[src/rtl/bct_pkg.sv]
// Shared constants, types and command struct for the Bezier tessellation block.
// No dependencies.
package bct_pkg;

    localparam int MAX_SEGMENTS = 63;
    localparam int FRAC_BITS    = 16;
    localparam int PT_W         = 32;
    localparam int SEG_W        = $clog2(MAX_SEGMENTS + 1);
    localparam int DIFF_W       = PT_W + 1;
    localparam int H_W          = PT_W + 6;
    localparam int T_W          = FRAC_BITS + 1;
    localparam int PROD_W       = H_W + T_W;
    localparam int IN_W         = 8 * PT_W;
    localparam int OUT_FIELDS_W = SEG_W + 2 * PT_W;
    localparam int OUT_W        = ((OUT_FIELDS_W + 7) / 8) * 8;
    localparam int APB_ADDR_W   = 3;
    localparam int APB_DATA_W   = 32;

    // register index, taken from paddr above the byte offset
    localparam logic REG_SEGMENTS = 1'b0;

    typedef enum logic [2:0] {
        S_IDLE,
        S_DIFF,
        S_COEF,
        S_MUL,
        S_ADD,
        S_PUT
    } state_t;

    typedef enum logic [1:0] {
        COEF_B,
        COEF_C,
        COEF_D
    } coef_sel_t;

    typedef enum logic [1:0] {
        OUT_P0,
        OUT_P3,
        OUT_CURVE
    } out_sel_t;

    typedef struct packed {
        logic             capture;
        logic             diff;
        logic             coef;
        logic             h_load;
        logic             t_adv;
        logic             mul;
        logic             add;
        coef_sel_t        coef_sel;
        logic             out_load;
        out_sel_t         out_sel;
        logic [SEG_W-1:0] index;
        logic             last;
    } cmd_t;

endpackage

[src/rtl/bct_ctrl.sv]
// Controller: sequences capture, coefficient setup, Horner steps and output loads.
// Depends on bct_pkg.
module bct_ctrl
    import bct_pkg::*;
(
    input  logic             aclk,
    input  logic             aresetn,
    input  logic [SEG_W-1:0] segments_i,
    input  logic             s_tvalid,
    output logic             s_tready,
    output logic             m_tvalid,
    input  logic             m_tready,
    output cmd_t             cmd
);

    state_t           state_reg, state_next;
    logic [SEG_W-1:0] k_reg, k_next;
    logic [SEG_W-1:0] n_reg, n_next;
    coef_sel_t        j_reg, j_next;
    logic             m_tvalid_reg, m_tvalid_next;

    logic             is_last;
    logic             out_free;
    logic [SEG_W-1:0] k_inc;

    always_ff @(posedge aclk) begin
        if (!aresetn) begin
            state_reg    <= S_IDLE;
            k_reg        <= '0;
            n_reg        <= '0;
            j_reg        <= COEF_B;
            m_tvalid_reg <= 1'b0;
        end else begin
            state_reg    <= state_next;
            k_reg        <= k_next;
            n_reg        <= n_next;
            j_reg        <= j_next;
            m_tvalid_reg <= m_tvalid_next;
        end
    end

    assign is_last  = (k_reg == n_reg);
    assign out_free = !m_tvalid_reg || m_tready;
    assign k_inc    = k_reg + SEG_W'(1);
    assign s_tready = (state_reg == S_IDLE);
    assign m_tvalid = m_tvalid_reg;

    always_comb begin
        state_next = state_reg;
        k_next     = k_reg;
        n_next     = n_reg;
        j_next     = j_reg;

        cmd          = '0;
        cmd.coef_sel = j_reg;
        cmd.index    = k_reg;
        cmd.last     = is_last;
        if (k_reg == '0) begin
            cmd.out_sel = OUT_P0;
        end else if (is_last) begin
            cmd.out_sel = OUT_P3;
        end else begin
            cmd.out_sel = OUT_CURVE;
        end

        case (state_reg)
            S_IDLE: begin
                if (s_tvalid) begin
                    cmd.capture = 1'b1;
                    if (segments_i != '0) begin
                        n_next     = segments_i;
                        k_next     = '0;
                        state_next = S_DIFF;
                    end
                end
            end
            S_DIFF: begin
                cmd.diff   = 1'b1;
                state_next = S_COEF;
            end
            S_COEF: begin
                cmd.coef   = 1'b1;
                state_next = S_PUT;
            end
            S_MUL: begin
                cmd.mul    = 1'b1;
                state_next = S_ADD;
            end
            S_ADD: begin
                cmd.add = 1'b1;
                case (j_reg)
                    COEF_B: begin
                        j_next     = COEF_C;
                        state_next = S_MUL;
                    end
                    COEF_C: begin
                        j_next     = COEF_D;
                        state_next = S_MUL;
                    end
                    default: begin
                        state_next = S_PUT;
                    end
                endcase
            end
            S_PUT: begin
                if (out_free) begin
                    cmd.out_load = 1'b1;
                    cmd.h_load   = 1'b1;
                    cmd.t_adv    = (k_reg != '0);
                    if (is_last) begin
                        state_next = S_IDLE;
                    end else begin
                        k_next = k_inc;
                        j_next = COEF_B;
                        if (k_inc == n_reg) begin
                            state_next = S_PUT;
                        end else begin
                            state_next = S_MUL;
                        end
                    end
                end
            end
            default: begin
                state_next = S_IDLE;
            end
        endcase

        if (cmd.out_load) begin
            m_tvalid_next = 1'b1;
        end else if (m_tready) begin
            m_tvalid_next = 1'b0;
        end else begin
            m_tvalid_next = m_tvalid_reg;
        end
    end

endmodule
[config.mk]
export PLATFORM = sky130hd
export DESIGN_NAME = bct_ctrl
export DESIGN_NICKNAME = d
export VERILOG_FILES = /design/src/rtl/bct_pkg.sv /design/src/rtl/bct_ctrl.sv
export SDC_FILE = /design/constraint.sdc
export NUM_CORES = 1
export LEC_CHECK = 0
export ABC_AREA = 1
export BUFFER_PORTS_ARGS = -buffer_cell sky130_fd_sc_hd__buf_2
export CAP_MARGIN = 40
export CORE_ASPECT_RATIO = 0.9
export CORE_MARGIN = 5
export CORE_UTILIZATION = 48
export DETAILED_ROUTE_END_ITERATION = 6
export GPL_ROUTABILITY_DRIVEN = 1
export GPL_TIMING_DRIVEN = 1
export MAX_ROUTING_LAYER = met4
export PLACE_DENSITY = 0.84
export SYNTH_ARGS = -nofsm -noshare
export SYNTH_HDL_FRONTEND = slang
export SYNTH_SLANG_ARGS = --single-unit
[constraint.sdc]
create_clock -name aclk -period 1.4 [get_ports aclk]
set_input_delay 0.07 -clock aclk [delete_from_list [all_inputs] [get_ports aclk]]
set_output_delay 0.07 -clock aclk [all_outputs]
set_load 0.02 [all_outputs]
Word level (Yosys, flattened, before mapping)
Cells that the tools add are included.
W data, S select, Z words.
- flip-flop bits (word level): 18
- input bits: 10
- output and inout port bits: 21
- logic and storage cells: 64
- $add $sub $neg: 1
- eq/ne operators: 13
- mux-type cells: 30
- reduce and logical (&&, ||, !) cells: 15
- operators by type and width (operator ; count):
    $mux W6 ; 4
    $mux W3 ; 6
    $pmux W3 S6 ; 1
    $eq A6 B6 Y1 ; 2
    $mux W2 ; 6
    $pmux W6 S2 ; 1
    $reduce_bool A6 Y1 ; 2
    $mux W1 ; 10
    $pmux W2 S2 ; 2
    $add A6 B1 Y6 const B ; 1
    $eq A3 B2 Y1 const B ; 2
    $eq A3 B3 Y1 const B ; 2
    $logic_not A6 Y1 ; 1
    $ne A2 B2 Y1 const B ; 3
    $reduce_and A3 Y1 ; 2
    $reduce_bool A2 Y1 ; 3
    $reduce_and A5 Y1 ; 1
    $reduce_and A4 Y1 ; 1
    $eq A3 B1 Y1 const B ; 1
    $logic_not A3 Y1 ; 1
    $ne A3 B3 Y1 const B ; 1
    $eq A2 B1 Y1 const B ; 1
    $logic_not A2 Y1 ; 1
    $ne A2 B1 Y1 const B ; 1
    other kinds (3) ; 3

Depth between registers and ports, before layout
- depth after elaboration: 6
- mapped depth: 13
- mapped depth without buffers: 13

Least setup slack after synthesis
No wires, ideal clock.
- path kind: register to register
- start point: register k_reg[0]
- end point: register state_reg[1]
- setup time: 0.128 ns
- data arrival time: 1.536 ns
- data required time: 1.272 ns
- path slack: -0.263 ns
- stages on the path, launching flop included: 14
- buffers on the path: 0
- cells stage by stage: dfxtp_1 -> inv_1 -> ha_1 -> inv_1 -> nand2_1 -> nand2_1 -> nor2_1 -> nand3_1 -> nor2_1 -> nand2_1 -> nand3_1 -> nand2_1 -> nand2_1 -> nor2_1
- cells in the longest elaborated chain, start to end: 6
- elaborated cells between the ends (all ways): 7
- ends and longest elaborated chain (element ; line ; text):
    start, declared ; bct_ctrl.sv:17 ; logic [SEG_W-1:0] k_reg, k_next;
    start signal, assigned ; bct_ctrl.sv:35 ; k_reg <= k_next;
    $add A6 B1 Y6 ; bct_ctrl.sv:44 ; assign k_inc = k_reg + SEG_W'(1);
    $eq A6 B6 Y1 ; bct_ctrl.sv:115 ; if (k_inc == n_reg) begin
    $mux W3 ; bct_ctrl.sv:115 ;
    $mux W3 (*) ; bct_ctrl.sv:110 ; if (is_last) begin
    $mux W3 (*) ; bct_ctrl.sv:106 ; if (out_free) begin
    $pmux W3 S6 (*) ; bct_ctrl.sv:66 ; case (state_reg)
    end signal, assigned ; bct_ctrl.sv:34 ; state_reg <= state_next;
    end, declared ; bct_ctrl.sv:16 ; state_t state_reg, state_next;
Every way passes the cells marked *; elsewhere a longest branch is shown, timed or not. The select of a mux whose other input is x is not followed.
A chain may end at the register's enable or synchronous reset.

Final worst setup path
- start point: register k_reg[1]
- end point: register state_reg[2]
Same word-level chain as after synthesis.

==> flow_metrics.py <==
metrics = {
    "power": {
        "leakagePower_nw": 0.957,
        "max-vdd-ir-drop_uv": 627,
        "powerDensity_mw_per_mm2": 911,
    },
    "logic_synthesis": {
        "synthDistinctLibCells": 27,
        "syn_area_per_cell_um2": 6.35,
        "yosysWarnings": 0,
        "synth_seq_area_share_pct": 28.1,
        "ys_ff_latch": 18,
        "synth_area_mm2": 0.00128,
        "syn_nets": 214,
        "synthesis.instances": 202,
    },
    "grt": {
        "grt_pass1_vias": 1310,
        "antenna_found_initial": 0,
        "grtUsageMet1_pct": 25.8,
        "grt_max_degree": 15,
        "grt_remaining_overflow": 0,
        "met3_usage_pct": 2.66,
        "grt_usage_pct": 21.1,
        "met2_usage_pct": 35.6,
        "grt_pass1_wl_um": 5980,
        "busiest_layer": "met2",
    },
    "final_layout": {
        "finish.instance_area_mm2": 0.00196,
        "synthToLayoutAreaGrowth_pct": 52.6,
        "drive_gt1_share_pct": 45.3,
        "final-seq-area_um2": 400,
        "multi_input_comb_area_um2": 875,
        "nFillCells": 168,
        "stdcell_count": 295,
        "nNetsFinal": 280,
        "num_antenna_cells": 0,
    },
    "route": {
        "vias": 1578,
        "wl_per_cell_um": 14.0,
        "first_pass_iters": 4,
        "drt_iter0_markers": 92,
        "antenna_left": 0,
        "via_per_inst": 5.35,
        "wl_um": 4130,
        "drc_errors": 0,
    },
    "place": {
        "place_inst": 278,
        "pre_cts_slack_ns": -0.110,
        "dpl-instance-area_mm2": 0.00166,
        "dp_hpwl_um": 2560,
        "port_buffers": 30,
        "routabilityCongestion": 0.910,
    },
    "critical_path": {
        "crit_family": "simple AND/OR/NAND/NOR gates",
        "cp.depth": 9,
        "cp-end-kind": "register",
        "reg2reg_from": "k_reg[1]",
        "r2r_cells": 9,
        "cp_num_buf_inv": 1,
        "rrSetupSlack_ns": -0.23,
        "crit_type": "reg2reg",
        "cp.arrival_ns": 1.86,
        "max_stage_delay_ns": 0.38,
        "crit_start": "k_reg[1]",
        "crit_path_max_fanout": 4,
        "crit_chain": "buf_4, nand3_1, nor2_1, nand3_1, nand2_1, nand3_1, nand2_1, nand2_1, a21oi_1",
        "r2r-end": "state_reg[2]",
        "start_kind": "register",
        "worstPathRequired_ns": 1.63,
        "worstSetupEndpoint": "state_reg[2]",
        "crit_slowest_cell": "dfxtp_4",
    },
    "cts": {
        "h-tree-depth": 1,
        "cts_tree": "done",
        "cts.sinks": 18,
        "numCtsBuffers": 3,
        "clk_pin_slew_worst_paths_ns": 0.11,
        "root_buffer": "clkbuf_4",
        "clk_path_buf_depth": 2,
        "clock_latency_ns": 0.31,
    },
    "sta": {
        "skew_ns": 0.00203,
        "fin_ws_ns": -0.228,
        "hold_viol": 0,
        "worst_pin_slew_ns": 0.493,
        "fin_crit_sh_pct": 116,
        "min_period_ns": 1.63,
        "rsz0062_at_grt": "true",
        "max_freq_mhz": 614,
        "drv_slew": 0,
        "finalSetupViolCount": 15,
        "max_slew_margin_pct": 67.1,
    },
    "die": {
        "row_count": 17,
        "initial_utilization_pct": 51.1,
        "core_mm2": 0.00251,
        "ios": 31,
        "dieHeight_um": 59.0,
        "die_w_um": 64.5,
        "die-area_mm2": 0.00381,
    },
    "run": {
        "cap_violations": 0,
    },
    "run_status": {
        "violations": "setup timing",
        "status": "finished with violations",
    },
    "worst_hold_path": {
        "hold_path.class": "in2reg",
    },
}
-- layout make-up --
type,count,share of cell area (%)
multi-input cells,147,44.7
repair buffers,67,24.7
flip-flops and latches,18,20.5
inverters,31,6.46
clock buffers,4,1.85
well taps,28,1.79
-- metrics by stage --
stage / power (mW) / hold slack, ns / TNS (ns) / utilization (%)
3_3_place_gp: 1.21 / 0.340 / -0.228 / 66.1
6_report: 1.78 / 0.0241 / -2.36 / 78.0
5_1_grt: 1.89 / 0.0179 / -3.77 / 78.0
2_1_floorplan: 1.01 / 0.188 / -0.232 / -
3_5_place_dp: 1.22 / 0.347 / -0.366 / 66.1
4_1_cts: 1.68 / 0.0138 / -1.45 / 73.1
-- what timing repair did --
| item | in CTS | in global routing |
|---|---|---|
| endpoints found under the hold margin | 0 | 1 |
| gates resized for setup | 26 | 30 |
| setup buffers | 9 | 3 |
| hold buffers | 0 | 1 |
| pin swaps | 11 | 9 |
| setup endpoints to repair | 19 | 20 |
-- cell usage after synthesis --
cell      instances  area, um2
o21ai_0           8       40.0
inv_6             1       8.76
nand2_1          50        188
o21bai_1          2       15.0
nand3_4           2       35.0
buf_4             4       30.0
ha_1              2       25.0
dfxtp_1          18        360
nand3_1          22        110
nand3b_1          1       7.51
o21ai_1           1       5.00
inv_1            28        105
nor3_1            2       10.0
buf_2             1       5.00
xor2_1            3       26.3
nand4_1           6       37.5
nor4_1            1       6.26
nor2_4            2       22.5
nand2_4           2       22.5
a21boi_4          1       18.8
a21oi_1          13       65.1
nor3_2            1       10.0
inv_2             2       7.51
o21a_1            2       15.0
clkbuf_1          1       3.75
nor2_1           24       90.1
nand2_2           2       12.5
-- per-layer routing --
layer	up-vias	routed length, um	share of wire, %
met1	715	1780	43
met2	68	2010	49
li1	788	-	-
met3	7	264	6.4
met4	0	79	1.9
met5	-	0	0
-- how the worst min path moves through the flow --
stage | cells past startpoint | from | end
after floorplan | 1 | aresetn | m_tvalid
after global placement | 2 | aresetn | m_tvalid
after detailed placement | 2 | aresetn | m_tvalid
after CTS | 3 | segments_i[3] | n_reg[3]
after global routing | 3 | segments_i[2] | n_reg[2]
final | 3 | segments_i[3] | n_reg[3]
-- placed cells by master, fill, tap and decap left out, types with 2 or more instances in the layout --
master and instances:
o21bai_1 2, o21ai_1 2, nand2_4 3, inv_1 23
nand3_1 21, buf_2 22, nand2_2 9, a21oi_2 2
inv_2 5, dfxtp_2 2, nor2_1 19, xor2_1 2
o21ai_0 7, nand4_1 6, dfxtp_1 6, o21a_1 2
buf_4 35, dfxtp_4 10, nor3_2 2, buf_6 9
nand3_4 2, nor2_4 4, nor2_2 3, inv_4 2
nand2_1 41, clkbuf_4 3, a21oi_1 11
-- worst register-to-register path, cell delays in order, from the launching register on --
cell and delay, ns:
dfxtp_4 0.38, buf_4 0.11, nand3_1 0.15, nor2_1 0.29, nand3_1 0.11, nand2_1 0.12
nand3_1 0.09, nand2_1 0.07, nand2_1 0.06, a21oi_1 0.17
-- power by group --
part	switching (mW)	total (mW)	internal [mW]
sequential	0.0459	0.590	0.544
combinational	0.458	0.849	0.391
clock	0.184	0.343	0.159
-- kinds of logic (layout without fill, tap and decap cells) --
group / after synthesis / in the layout / share of synthesized area (%)
adder cells (fa/ha/maj): 2 / 2 / 1.95
AND/OR/NAND/NOR: 115 / 115 / 43.0
AO/OA/AOI/OAI: 27 / 27 / 12.4
buffers and inverters: 37 / 102 / 12.5
XOR/XNOR: 3 / 3 / 2.05
flip-flops: 18 / 18 / 28.1
Power figures use the tool's default switching activity.
